[src/rtl/dtc_pkg.sv]
package dtc_pkg;

    localparam int unsigned WordW = 64;
    localparam int unsigned TypeW = 2;
    localparam int unsigned MantW = 24;
    localparam int unsigned ExpW  = 8;
    localparam int unsigned CntW  = 6;

    localparam logic [WordW-1:0] AllOnes  = {WordW{1'b1}};
    localparam logic [ExpW-1:0]  ExpMin   = 8'd3;
    localparam logic [ExpW-1:0]  ExpMax   = 8'd10;

    typedef enum logic [TypeW-1:0] {
        REQ_TGT_TO_DIFF  = 2'd0,
        REQ_DIFF_TO_TGT  = 2'd1,
        REQ_CMPCT_TO_TGT = 2'd2,
        REQ_UNUSED       = 2'd3
    } t_req_type;

    typedef struct packed {
        logic start;
    } t_div_ctrl;

    typedef struct packed {
        logic busy;
        logic done;
    } t_div_stat;

endpackage

[src/rtl/dtc_if.sv]
interface dtc_req_if
    import dtc_pkg::*;
();
    logic               valid;
    logic               ready;
    logic [TypeW-1:0]   req_type;
    logic [WordW-1:0]   operand;

    modport source (output valid, output req_type, output operand, input ready);
    modport sink   (input valid, input req_type, input operand, output ready);
endinterface

interface dtc_rsp_if
    import dtc_pkg::*;
();
    logic               valid;
    logic               ready;
    logic [WordW-1:0]   result_value;
    logic               bad_exponent;

    modport source (output valid, output result_value, output bad_exponent, input ready);
    modport sink   (input valid, input result_value, input bad_exponent, output ready);
endinterface

[src/rtl/difficulty_target_converter.sv]
// Channel  | Dir | Payload                          | Transaction
// i_req    | in  | req_type[1:0], operand[63:0]     | valid && ready
// o_rsp    | out | result_value[63:0], bad_exponent | valid && ready
//
// A request that needs a division launches the shared radix-2 divider, which runs 64
// one-bit steps and raises its done flag; the quotient is then registered and o_rsp.valid
// goes high. Requests that need no division (zero target, zero difficulty, bad exponent,
// zero scaled mantissa, unused type) go from idle straight to the state that raises o_rsp.valid.
// One request is in flight at a time; i_req.ready is low until the response transaction
// completes. Reset is synchronous, active low, and returns the block to idle.
module difficulty_target_converter
    import dtc_pkg::*;
(
    input  logic     i_clk,
    input  logic     i_rst_n,
    dtc_req_if.sink  i_req,
    dtc_rsp_if.source o_rsp
);

    typedef enum logic [1:0] {
        S_IDLE,
        S_DIV,
        S_OUT
    } t_state;

    t_state           r_state;
    logic [WordW-1:0] r_res;
    logic             r_bad;
    t_div_ctrl        r_ctrl;
    logic [WordW-1:0] r_dvs;

    t_div_stat        w_stat;
    logic [WordW-1:0] w_quo;

    logic [MantW-1:0] w_mant;
    logic [ExpW-1:0]  w_exp;
    logic [2:0]       w_k;
    logic [WordW-1:0] w_scaled;
    logic             w_exp_bad;

    assign w_mant    = i_req.operand[MantW-1:0];
    assign w_exp     = i_req.operand[MantW+ExpW-1:MantW];
    assign w_k       = 3'(w_exp - ExpMin);
    assign w_exp_bad = (w_exp < ExpMin) || (w_exp > ExpMax);
    assign w_scaled  = {{(WordW-MantW){1'b0}}, w_mant} << {w_k, 3'b000};

    dtc_div u_div (
        .i_clk      (i_clk),
        .i_rst_n    (i_rst_n),
        .i_ctrl     (r_ctrl),
        .i_divisor  (r_dvs),
        .o_stat     (w_stat),
        .o_quotient (w_quo)
    );

    always_ff @(posedge i_clk) begin
        if (!i_rst_n) begin
            r_state      <= S_IDLE;
            r_ctrl.start <= 1'b0;
        end else begin
            r_ctrl.start <= 1'b0;
            case (r_state)
                S_IDLE: begin
                    if (i_req.valid) begin
                        r_bad <= 1'b0;
                        case (t_req_type'(i_req.req_type))
                            REQ_TGT_TO_DIFF: begin
                                if (i_req.operand == '0) begin
                                    r_res   <= {{(WordW-1){1'b0}}, 1'b1};
                                    r_state <= S_OUT;
                                end else begin
                                    r_dvs        <= i_req.operand;
                                    r_ctrl.start <= 1'b1;
                                    r_state      <= S_DIV;
                                end
                            end
                            REQ_DIFF_TO_TGT: begin
                                // A zero difficulty counts as one.
                                if (i_req.operand == '0) begin
                                    r_res   <= AllOnes;
                                    r_state <= S_OUT;
                                end else begin
                                    r_dvs        <= i_req.operand;
                                    r_ctrl.start <= 1'b1;
                                    r_state      <= S_DIV;
                                end
                            end
                            REQ_CMPCT_TO_TGT: begin
                                if (w_exp_bad) begin
                                    r_bad   <= 1'b1;
                                    r_res   <= '0;
                                    r_state <= S_OUT;
                                end else if (w_scaled == '0) begin
                                    r_res   <= AllOnes;
                                    r_state <= S_OUT;
                                end else begin
                                    r_dvs        <= w_scaled;
                                    r_ctrl.start <= 1'b1;
                                    r_state      <= S_DIV;
                                end
                            end
                            default: begin
                                r_res   <= '0;
                                r_state <= S_OUT;
                            end
                        endcase
                    end
                end
                S_DIV: begin
                    if (w_stat.done) begin
                        r_res   <= w_quo;
                        r_state <= S_OUT;
                    end
                end
                S_OUT: begin
                    if (o_rsp.ready) begin
                        r_state <= S_IDLE;
                    end
                end
                default: begin
                    r_state <= S_IDLE;
                end
            endcase
        end
    end

    assign i_req.ready        = (r_state == S_IDLE);
    assign o_rsp.valid        = (r_state == S_OUT);
    assign o_rsp.result_value = r_res;
    assign o_rsp.bad_exponent = r_bad;

endmodule

[src/rtl/dtc_div.sv]
module dtc_div
    import dtc_pkg::*;
(
    input  logic             i_clk,
    input  logic             i_rst_n,
    input  t_div_ctrl        i_ctrl,
    input  logic [WordW-1:0] i_divisor,
    output t_div_stat        o_stat,
    output logic [WordW-1:0] o_quotient
);

    // Restoring radix-2 division of the all-ones word by a nonzero divisor.
    // One quotient bit per cycle; the dividend bits are all ones, so a one
    // is shifted into the partial remainder on every step.
    logic [WordW-1:0] r_rem, n_rem;
    logic [WordW-1:0] r_quo, n_quo;
    logic [WordW-1:0] r_dvs;
    logic [CntW-1:0]  r_cnt;
    logic             r_busy;
    logic             r_done;

    logic [WordW:0]   w_trial;
    logic [WordW:0]   w_diff;

    always_comb begin
        w_trial = {r_rem, 1'b1};
        w_diff  = w_trial - {1'b0, r_dvs};
        if (!w_diff[WordW]) begin
            n_rem = w_diff[WordW-1:0];
            n_quo = {r_quo[WordW-2:0], 1'b1};
        end else begin
            n_rem = w_trial[WordW-1:0];
            n_quo = {r_quo[WordW-2:0], 1'b0};
        end
    end

    always_ff @(posedge i_clk) begin
        if (!i_rst_n) begin
            r_busy <= 1'b0;
            r_done <= 1'b0;
            r_cnt  <= '0;
        end else begin
            r_done <= 1'b0;
            if (i_ctrl.start && !r_busy) begin
                r_busy <= 1'b1;
                r_cnt  <= '1;
                r_rem  <= '0;
                r_quo  <= '0;
                r_dvs  <= i_divisor;
            end else if (r_busy) begin
                r_rem <= n_rem;
                r_quo <= n_quo;
                r_cnt <= r_cnt - 1'b1;
                if (r_cnt == '0) begin
                    r_busy <= 1'b0;
                    r_done <= 1'b1;
                end
            end
        end
    end

    assign o_stat.busy = r_busy;
    assign o_stat.done = r_done;
    assign o_quotient  = r_quo;

endmodule

[src/flat_wrapper.sv]
// flat-port wrapper written by rule: the top's interface ports become plain ports
module difficulty_target_converter_flat import dtc_pkg::*;
  (i_clk, i_rst_n, i_req_valid, i_req_req_type, i_req_operand, i_req_ready, o_rsp_valid, o_rsp_result_value, o_rsp_bad_exponent, o_rsp_ready);
  dtc_req_if i_req_i ();
  dtc_rsp_if o_rsp_i ();
  input  logic i_clk;
  input  logic i_rst_n;
  input wire logic [$bits(i_req_i.valid)-1:0] i_req_valid;
  input wire logic [$bits(i_req_i.req_type)-1:0] i_req_req_type;
  input wire logic [$bits(i_req_i.operand)-1:0] i_req_operand;
  output wire logic [$bits(i_req_i.ready)-1:0] i_req_ready;
  output wire logic [$bits(o_rsp_i.valid)-1:0] o_rsp_valid;
  output wire logic [$bits(o_rsp_i.result_value)-1:0] o_rsp_result_value;
  output wire logic [$bits(o_rsp_i.bad_exponent)-1:0] o_rsp_bad_exponent;
  input wire logic [$bits(o_rsp_i.ready)-1:0] o_rsp_ready;
  assign i_req_i.valid = i_req_valid;
  assign i_req_i.req_type = i_req_req_type;
  assign i_req_i.operand = i_req_operand;
  assign i_req_ready = i_req_i.ready;
  assign o_rsp_valid = o_rsp_i.valid;
  assign o_rsp_result_value = o_rsp_i.result_value;
  assign o_rsp_bad_exponent = o_rsp_i.bad_exponent;
  assign o_rsp_i.ready = o_rsp_ready;
  difficulty_target_converter u_core (.i_clk(i_clk), .i_rst_n(i_rst_n), .i_req(i_req_i), .o_rsp(o_rsp_i));
endmodule
[config.mk]
export PLATFORM = sky130hd
export DESIGN_NAME = difficulty_target_converter_flat
export DESIGN_NICKNAME = d
export VERILOG_FILES = /design/src/rtl/dtc_pkg.sv /design/src/rtl/dtc_if.sv /design/src/rtl/difficulty_target_converter.sv /design/src/rtl/dtc_div.sv /design/src/flat_wrapper.sv
export SDC_FILE = /design/constraint.sdc
export NUM_CORES = 1
export LEC_CHECK = 0
export BUFFER_PORTS_ARGS = -buffer_cell sky130_fd_sc_hd__buf_4
export CORE_MARGIN = 5
export CORE_UTILIZATION = 45
export CTS_BUF_LIST = sky130_fd_sc_hd__clkbuf_4 sky130_fd_sc_hd__clkbuf_8
export DETAILED_ROUTE_END_ITERATION = 8
export SETUP_SLACK_MARGIN = 0.02
export SKIP_CTS_REPAIR_TIMING = 1
export SKIP_LAST_GASP = 1
export SLEW_MARGIN = 0
export SYNTH_ARGS = -nofsm -noshare
export SYNTH_HDL_FRONTEND = slang
export SYNTH_SLANG_ARGS = --single-unit
[constraint.sdc]
create_clock -name i_clk -period 13.9 [get_ports i_clk]
set_input_delay 2.085 -clock i_clk [delete_from_list [all_inputs] [get_ports i_clk]]
set_output_delay 2.085 -clock i_clk [all_outputs]
set_load 0.02 [all_outputs]
# Word-level counts from Yosys, hierarchy flattened
# Cells that the tools add are included.
dict set report word_totals {
  out_inout_bits 67
  word_cells 86
  ff_bits 332
}
dict set report classes {
  n_addsub 3
  n_bitwise 2
  magnitude_cmp 2
  shift 1
  eq_ne 13
  n_reduce_logical 19
  n_mux 35
}
# operator n
set op_table {}
lappend op_table {{64-bit two-way mux} 12}
lappend op_table {{64-bit one-hot mux with 2 select lines} 2}
lappend op_table {{64-bit one-hot mux with 3 select lines} 1}
lappend op_table {{64-bit zero test} 2}
lappend op_table {{65-bit by 64-bit subtractor with 65-bit output} 1}
lappend op_table {{24-bit by 6-bit << shifter with 64-bit output} 1}
lappend op_table {{7-bit AND reduction} 2}
lappend op_table {{2-bit two-way mux} 6}
lappend op_table {{6-bit two-way mux} 2}
lappend op_table {{2-bit inequality test (second input constant)} 5}
lappend op_table {{1-bit two-way mux} 9}
lappend op_table {{8-bit by 4-bit greater-than comparator with 1-bit output (second input constant)} 1}
lappend op_table {{8-bit by 2-bit < comparator with 1-bit output (second input constant)} 1}
lappend op_table {{6-bit zero test} 1}
lappend op_table {{3-bit by 2-bit inequality test with 1-bit output (second input constant)} 2}
lappend op_table {{2-bit one-hot mux with 3 select lines} 1}
lappend op_table {{3-bit AND reduction} 2}
lappend op_table {{2-bit nonzero test} 3}
lappend op_table {{6-bit by 1-bit subtractor with 6-bit output (second input constant)} 1}
lappend op_table {{2-bit by 1-bit equality test with 1-bit output (second input constant)} 2}
lappend op_table {{2-bit equality test (second input constant)} 2}
lappend op_table {{2-bit zero test} 2}
lappend op_table {{4-bit by 2-bit inequality test with 1-bit output (second input constant)} 1}
lappend op_table {{2-bit one-hot mux with 2 select lines} 1}
lappend op_table {{other kinds (10)} 12}

# Logic depth before layout (Yosys ltp)
# Gate-level depths: netlist of run 1.
dict set report logic_depth {
  depth_word 8
  ltp_mapped 16
  depth_no_buf 14
}

# Cells and area by module
# Synthesis of run 1 repeated with hierarchy kept, for this count alone.
dict set report hier_totals {
  hier_cells 1658
  hier_area_um2 18292.5
}
# module area_each_um2 n_inst cells_per_inst
set modules_own_cells {}
lappend modules_own_cells {dtc_div 12020.3 1 1156}
lappend modules_own_cells {difficulty_target_converter 6272.3 1 502}

# Worst setup path after synthesis of run 1
# OpenSTA, ideal clock, no wires.
dict set report synth_path {
  path_kind {input-to-reg}
  startpoint {input i_rst_n}
  endpoint {register u_core.u_div.r_quo[0] (netlist: u_core.u_div.o_quotient[0]), enable pin}
  cell_stages 2
  setup_slack_ns 5.649
  t_arrival_ns 7.634
  n_path_buf 0
  t_required_ns 13.283
  cell_sequence {clkinv_1 > nor2_1}
}
dict set report synth_via {
  elab_chain_cells 1
}
# element line_no
set synth_lines {}
lappend synth_lines {{start, declared} flat_wrapper.sv:7} ;# input logic i_rst_n;
lappend synth_lines {{2-bit AND reduction (no source line)} --}
lappend synth_lines {{end signal, assigned} dtc_div.sv:52} ;# r_quo <= n_quo;
lappend synth_lines {{end, declared} dtc_div.sv:16} ;# logic [WordW-1:0] r_quo, n_quo;
# No other way between the ends.
# A chain may end at the register's enable or synchronous reset.

# Final worst setup path of run 1
dict set report layout_path {
  startpoint {input i_req_operand[24]}
  endpoint {register u_core.r_res[46] (netlist: u_core.o_rsp.result_value[46]), enable pin}
}
dict set report layout_via {
  elab_chain_cells 5
}
# element line_no
set layout_lines {}
lappend layout_lines {{start, declared} flat_wrapper.sv:10} ;# input wire logic [$bits(i_req_i.operand)-1:0] i_req_operand;
lappend layout_lines {{3-bit by 2-bit subtractor with 3-bit output} difficulty_target_converter.sv:43} ;# assign w_k = 3'(w_exp - ExpMin);
lappend layout_lines {{24-bit by 6-bit << shifter with 64-bit output} difficulty_target_converter.sv:45} ;# assign w_scaled = {{(WordW-MantW){1'b0}}, w_mant} << {w_k, 3'b000};
lappend layout_lines {{64-bit zero test} difficulty_target_converter.sv:93} ;# end else if (w_scaled == '0) begin
lappend layout_lines {{4-bit by 2-bit inequality test with 1-bit output (no source line)} --}
lappend layout_lines {{7-bit AND reduction (no source line) *} --}
lappend layout_lines {{end signal, assigned} difficulty_target_converter.sv:69} ;# r_res <= {{(WordW-1){1'b0}}, 1'b1};
lappend layout_lines {{end signal, assigned} difficulty_target_converter.sv:94} ;# r_res <= AllOnes;
lappend layout_lines {{end signal, assigned} difficulty_target_converter.sv:111} ;# r_res <= w_quo;
lappend layout_lines {{end, declared} difficulty_target_converter.sv:27} ;# logic [WordW-1:0] r_res;
# Every way passes the cells marked *; elsewhere a longest branch is shown, timed or not.

==> run metrics, run 1 <==
status=finished, final reports clean; Mean Syn Cell Area=10.64 µm²; Post-synth top flop=edfxtp_1; Yosys Warn Count=0; Via-to-Cell Ratio=5.812; nets=1953; largest net degree at the start of global routing=67; RR Endpoint=u_core.u_div.r_rem[47]; cell repeated most along the worst path=buf_4; clock sink count=332; Final Slew Violations=0; Clock Path Buffers=3; Clock Skew=0.03255 ns; Final setup viols=0; worst-path fanout max=64; Leakage=8.132 nW; RSZ-0062 raised after global routing=false; Crit-path slowest cell=buf_4; core area=0.03982 mm²; largest area contributor in the netlist=edfxtp_1; Antenna Cells=0; post-synth cell types=72; R2R setup slack=9.68 ns; Mapped Area=0.01815 mm²; Fin. Hold Viols=0; worst skew pair latency=0.64 ns; CTS H-tree depth=2; FFs w/ async S/R, synth=0%; Finished Cell Area=0.02074 mm²; Antenna Nets Post-Route=0; Worst Path Buf+Inv=4; worst stage delay on the critical path=0.64 ns; synth top area cells=edfxtp_1 53%, ha_1 4.7%, a21oi_1 4.5%, a21o_1 3.9%, o21ai_0 3.4%; worst r2r src=u_core.u_div.r_rem[44]; number of enable-type register cells in the synthesized netlist=321; Sum Neg Setup Slack=0 ns; Syn Inst Count=1706; Port Buffers=136; critical path class=primary input to flop; CTS tree=done; area share of the leading cell type in the synthesized netlist=53.11%; register area share after synthesis=54.32%; overall power=0.002387 W; share of cells above drive strength 1=14.64%; Routed WL per cell=21.46 µm; Chip Width=210.8 µm; #FFs+latches synth=332; hold_sp=u_core.r_dvs[28]; drt drc=0; clk root buf=clkbuf_8; GPL Wtd Cong=0.9305; CTS buffer count=54; max cap viols=0; DP Wirelength=35790 µm; Hold Path Sink=u_core.u_div.r_dvs[28]; IO Count=137; row count=73; multi-input logic area=0.007557 mm²; Final period util=47.10%; vias in the first global route=13470; area post-placement=0.01961 mm²; first-pass GRT wire length=79450 µm; Layout area overhead=14.26%; Filler cells=3697; drt pass-1 iters=5; Die Span Y=210.8 µm; starting density of the core=45.58%; Min-Delay Path Depth=0; CP Capture Type=flop; Slew headroom=22.64%; delay-heaviest family, CP=simple AND/OR/NAND/NOR gates; highest clock rate=152.7 MHz; worst hold-check path type=flop to flop; required time worst endpoint=14.17 ns; WP depth=15; Tmin final=6.547 ns; initial DRC count=1248; clock transition at the registers of the reported paths=0.06 ns; initial antenna violation count=0; Via Count=13850; FF/Latch Area=0.009859 mm²; die area=0.04445 mm²; worst slew pin tran=1.156 ns; CP arrival=6.81 ns; GRT Total Usage=22.49%; syn_nets=1845; Pwr Density=115.1 mW/mm²; aggregate global routing overflow=0; CP cell instances=buf_4 -> inv_1 -> ha_1 -> buf_4 -> nor2_1 -> nand2_1 -> o21ai_0 -> nor4_1 -> nand4_1 -> or4b_1 -> a31oi_1 -> nand2_1 -> o21ai_1 -> and3_2 -> buf_4; Worst R2R Path Depth=11; maximum vdd ir drop=72.15 µV; Routed WL=51150 µm; CP Launch Type=primary input
[how the worst max path moves through the flow]
stage | end | from | slack, ns
final | u_core.o_rsp.result_value[46] | i_req_operand[24] | 7.35
after global routing | u_core.o_rsp.result_value[46] | i_req_operand[24] | 7.06
after CTS | u_core.o_rsp.result_value[48] | i_req_operand[24] | 7.48
after detailed placement | u_core.o_rsp.result_value[48] | i_req_operand[24] | 6.74
after global placement | u_core.o_rsp.result_value[48] | i_req_operand[24] | 6.80
after floorplan | u_core.u_div.o_quotient[0] | i_rst_n | 5.65
[synth_stat cells, types with 6 or more instances]
| cell type | count |
|---|---|
| a221oi_1 | 6 |
| nand4_1 | 30 |
| nand2b_1 | 16 |
| dfxtp_1 | 11 |
| a21boi_0 | 6 |
| ha_1 | 68 |
| nor3_1 | 33 |
| nand3_1 | 61 |
| o21ai_1 | 19 |
| nor2b_1 | 11 |
| xor2_1 | 15 |
| o21bai_1 | 19 |
| nand2_1 | 97 |
| a21o_1 | 94 |
| buf_2 | 16 |
| o21a_1 | 11 |
| nor2_1 | 85 |
| nor4_1 | 22 |
| and2_1 | 82 |
| or4b_1 | 8 |
| o211ai_1 | 9 |
| inv_1 | 101 |
| mux2i_1 | 10 |
| clkbuf_1 | 82 |
| o21ai_0 | 123 |
| a21oi_1 | 165 |
| xnor2_1 | 33 |
| a22o_1 | 37 |
| edfxtp_1 | 321 |
| a211oi_1 | 17 |
| o22ai_1 | 6 |
| and3_1 | 10 |
| a31oi_1 | 18 |
[cell usage in the layout (no fill, tap or decap), types with 5 or more instances in the layout]
cell      netlist  final
clkbuf_4        0     17
clkinv_2        0     12
o21ai_0       123    123
dfxtp_1        11     11
edfxtp_1      321    321
buf_4           0    154
o21ai_1        19     18
o211ai_1        9      9
a21oi_1       165    165
a221oi_1        6      6
inv_1         101    101
a31oi_1        18     18
o21a_1         11     10
and2_1         82     82
nand2_1        97     97
o21bai_1       19     19
ha_1           68     68
clkbuf_8        0     57
o22ai_1         6      6
xnor2_1        33     33
nor4_1         22     22
a22o_1         37     37
nand3_1        61     61
and3_1         10      9
a21o_1         94     94
mux2i_1        10     10
o31ai_1         5      5
xor2_1         15     15
a211oi_1       17     17
nand2b_1       16     15
or4b_1          8      8
nor2b_1        11      8
nor2_1         85     82
clkinv_1        1      8
a21boi_0        6      6
nand4_1        30     30
nor3_1         33     33
[kinds of logic (layout without fill, tap and decap cells)]
logic type	Yosys count	in the layout	share of synthesized area [%]
XOR/XNOR	48	48	2.316
adder cells (fa/ha/maj)	69	69	4.798
AO/OA/AOI/OAI	568	568	19.96
multiplexers	11	11	0.6136
buffers and inverters	204	356	4.412
AND/OR/NAND/NOR	474	474	13.58
flip-flops	332	332	54.32
[metrics by stage]
step | instances | hold slack (ns) | util [%] | setup slack, ns
after floorplan | 1706 | 0.4003 | - | 5.649
after global placement | 2283 | 0.4064 | 49.25 | 6.797
after detailed placement | 2283 | 0.4045 | 49.25 | 6.743
after CTS | 2383 | 0.3893 | 52.08 | 7.477
after global routing | 2383 | 0.4046 | 52.08 | 7.062
final | 2383 | 0.4011 | 52.08 | 7.353
[where the power goes]
part,switching [W],total [W],internal [W]
Clock,0.000407,0.000878,0.000471
Sequential,0.0000182,0.00117,0.00115
Combinational,0.000213,0.000341,0.000128
Total,0.000638,0.00239,0.00175
[cell type report]
cell class / instances / share of cell area [%]
clock inverters: 26 / 1.032
inverters: 102 / 1.846
well taps: 525 / 3.167
clock buffers: 74 / 4.398
multi-input cells: 1170 / 36.44
flip-flops and latches: 332 / 47.54
repair buffers: 154 / 5.575
[routing by layer]
metal,vias up,GRT usage [%],part of all wire (%)
met5,-,0,0
met4,0,5.701,2.2
met3,84,4.515,6.4
met2,447,32.99,43
met1,6728,34.34,48
li1,6590,-,-
[flip-flops by register name (all words and copies together), names as in the netlist, 2 cells and up]
| register | cells |
|---|---|
| u_core.u_div.r_cnt | 6 |
| u_core.u_div.r_dvs | 64 |
| u_core.r_state | 2 |
| u_core.u_div.o_quotient | 64 |
| u_core.u_div.r_rem | 64 |
| u_core.o_rsp.result_value | 64 |
| u_core.r_dvs | 64 |
Note: power is estimated with default switching activity, not from simulation.
==> inputs of run 2 (changes only) <==
- clock period: 13.9 -> 5.7 ns (I/O delays scaled with it)
==> run metrics, run 2 (synthesized netlist as in run 1, its figures left out) <==
Leakage=8.247 nW (+1.4%); Final setup viols=0 (unchanged); Clock Skew=0.04336 ns (+0.01081 ns); Met1 Wirelength=23990 µm (-2.5%); drt pass-1 iters=6 (+1); die area=0.04445 mm² (unchanged); Routed WL=51460 µm (+0.61%); Die Span Y=210.8 µm (unchanged); WHS=0.4199 ns (+0.01881 ns); CTS buffer count=56 (+3.7%); CP Launch Type=primary input; WP depth=14 (-1); Antenna Cells=0 (unchanged); Clock Path Buffers=3 (unchanged); Filler cells=3613 (-2.3%); highest routed metal layer=met4; Crit-path slowest cell=ha_1; worst slew pin tran=1.257 ns (+0.1011 ns); worst stage delay on the critical path=0.69 ns (+0.05 ns); met3 wire length=3906 µm (+20%); Antenna Nets Post-Route=0 (unchanged); Chip Width=210.8 µm (unchanged); Sum Neg Setup Slack=0 ns (unchanged); highest clock rate=212.2 MHz; drt drc=0 (unchanged); Via-to-Cell Ratio=5.793 (-0.32%); worst hold-check path type=flop to flop; share of cells above drive strength 1=15.08% (+0.44 points); vias in the first global route=13550 (+0.62%); CTS H-tree depth=2 (unchanged); WL met2=22510 µm (+1.5%); Slew headroom=15.41% (-7.2 points); aggregate global routing overflow=0 (unchanged); commonest cells after routing, fill and taps aside=321 x edfxtp_1, 166 x buf_4, 165 x a21oi_1, 123 x o21ai_0, 101 x inv_1; IO Count=137 (unchanged); CTS tree=done; CP Capture Type=flop; CP cell instances=buf_4 -> inv_1 -> ha_1 -> buf_4 -> nand2b_1 -> a31oi_1 -> a2111oi_0 -> a21oi_1 -> or4b_1 -> a31oi_1 -> nand2_1 -> o21ai_1 -> and3_2 -> buf_12; Worst R2R Path Depth=12 (+1); CP arrival=5.06 ns (-1.75 ns); worst-path fanout max=38 (-41%); required time worst endpoint=6.04 ns (-8.13 ns); delay-heaviest family, CP=simple AND/OR/NAND/NOR gates; Port Buffers=136 (unchanged); GRT Total Usage=22.52% (+0.029 points); clock transition at the registers of the reported paths=0.06 ns (about the same); Final period util=82.66%; Via Count=13920 (+0.48%); area post-placement=0.01972 mm² (+0.56%); GPL Wtd Cong=0.9450 (+1.6%); Tmin final=4.711 ns; starting density of the core=45.58% (unchanged); worst skew pair latency=0.64 ns (about the same); largest net degree at the start of global routing=80 (+19%); Min-Delay Path Depth=0 (unchanged); nets=1968 (+0.77%); clock sink count=332 (unchanged); Fin. Hold Viols=0 (unchanged); Finished Cell Area=0.02098 mm² (+1.2%); core area=0.03982 mm² (unchanged); status=finished, final reports clean; critical path class=primary input to flop; fin util=52.68% (+0.60 points); initial antenna violation count=1 (+1); Final Slew Violations=0 (unchanged); commonest non-fill, non-tap cell in the layout=edfxtp_1; first-pass GRT wire length=78870 µm (-0.72%); Layout area overhead=15.58%; DP Wirelength=36710 µm (+2.5%); max cap viols=0 (unchanged); Pwr Density=287.9 mW/mm² (+150%); RSZ-0062 raised after global routing=false; initial DRC count=1242 (-0.48%); clk root buf=clkbuf_8; Worst Path Buf+Inv=4 (unchanged); maximum vdd ir drop=180.9 µV (+150%); row count=73 (unchanged); Routed WL per cell=21.42 µm (-0.18%)
-- run 2: area by class of cell --
class | count | area (µm²) | area share (%)
multi-input combinational | 1170 | 7557 | 36.03
timing repair buffer | 167 | 1266 | 6.036
sequential | 332 | 9859 | 47.00
clock buffer | 72 | 897.1 | 4.277
clock inverter | 34 | 357.8 | 1.706
inverter | 102 | 382.9 | 1.825
tap | 525 | 656.9 | 3.131
-- run 2: final timing paths --
| kind | start | slack (ns) | to |
|---|---|---|---|
| hold reg to reg | u_core.r_dvs[19] | 0.42 | u_core.u_div.r_dvs[19] |
| setup reg to reg | u_core.u_div.r_rem[19] | 1.42 | u_core.u_div.r_rem[22] |
| setup / recovery | i_req_operand[24] | 0.99 | u_core.o_rsp.result_value[42] |
| hold / removal | u_core.r_dvs[19] | 0.42 | u_core.u_div.r_dvs[19] |
-- run 2: stage by stage --
stage	power [W]	setup WS, ns	std cells
after floorplan	0.003444	0.4229	1706
after global placement	0.003732	0.4855	2296
after detailed placement	0.003736	0.4012	2296
after CTS	0.006105	1.130	2402
after global routing	0.006313	0.7318	2402
final	0.006040	0.9885	2402
-- run 2: metal layers --
layer,track usage (%),vias to the layer above
met4,6.148,0
met5,0,-
met2,33.32,510
li1,-,6627
met3,4.753,63
met1,33.78,6715
-- run 2: power by group --
part	leakage (nW)	internal [W]	switching (W)
combinational	4.57	0.000320	0.000525
clock	0.645	0.00132	0.00102
sequential	3.04	0.00281	0.0000445
total	8.25	0.00445	0.00159
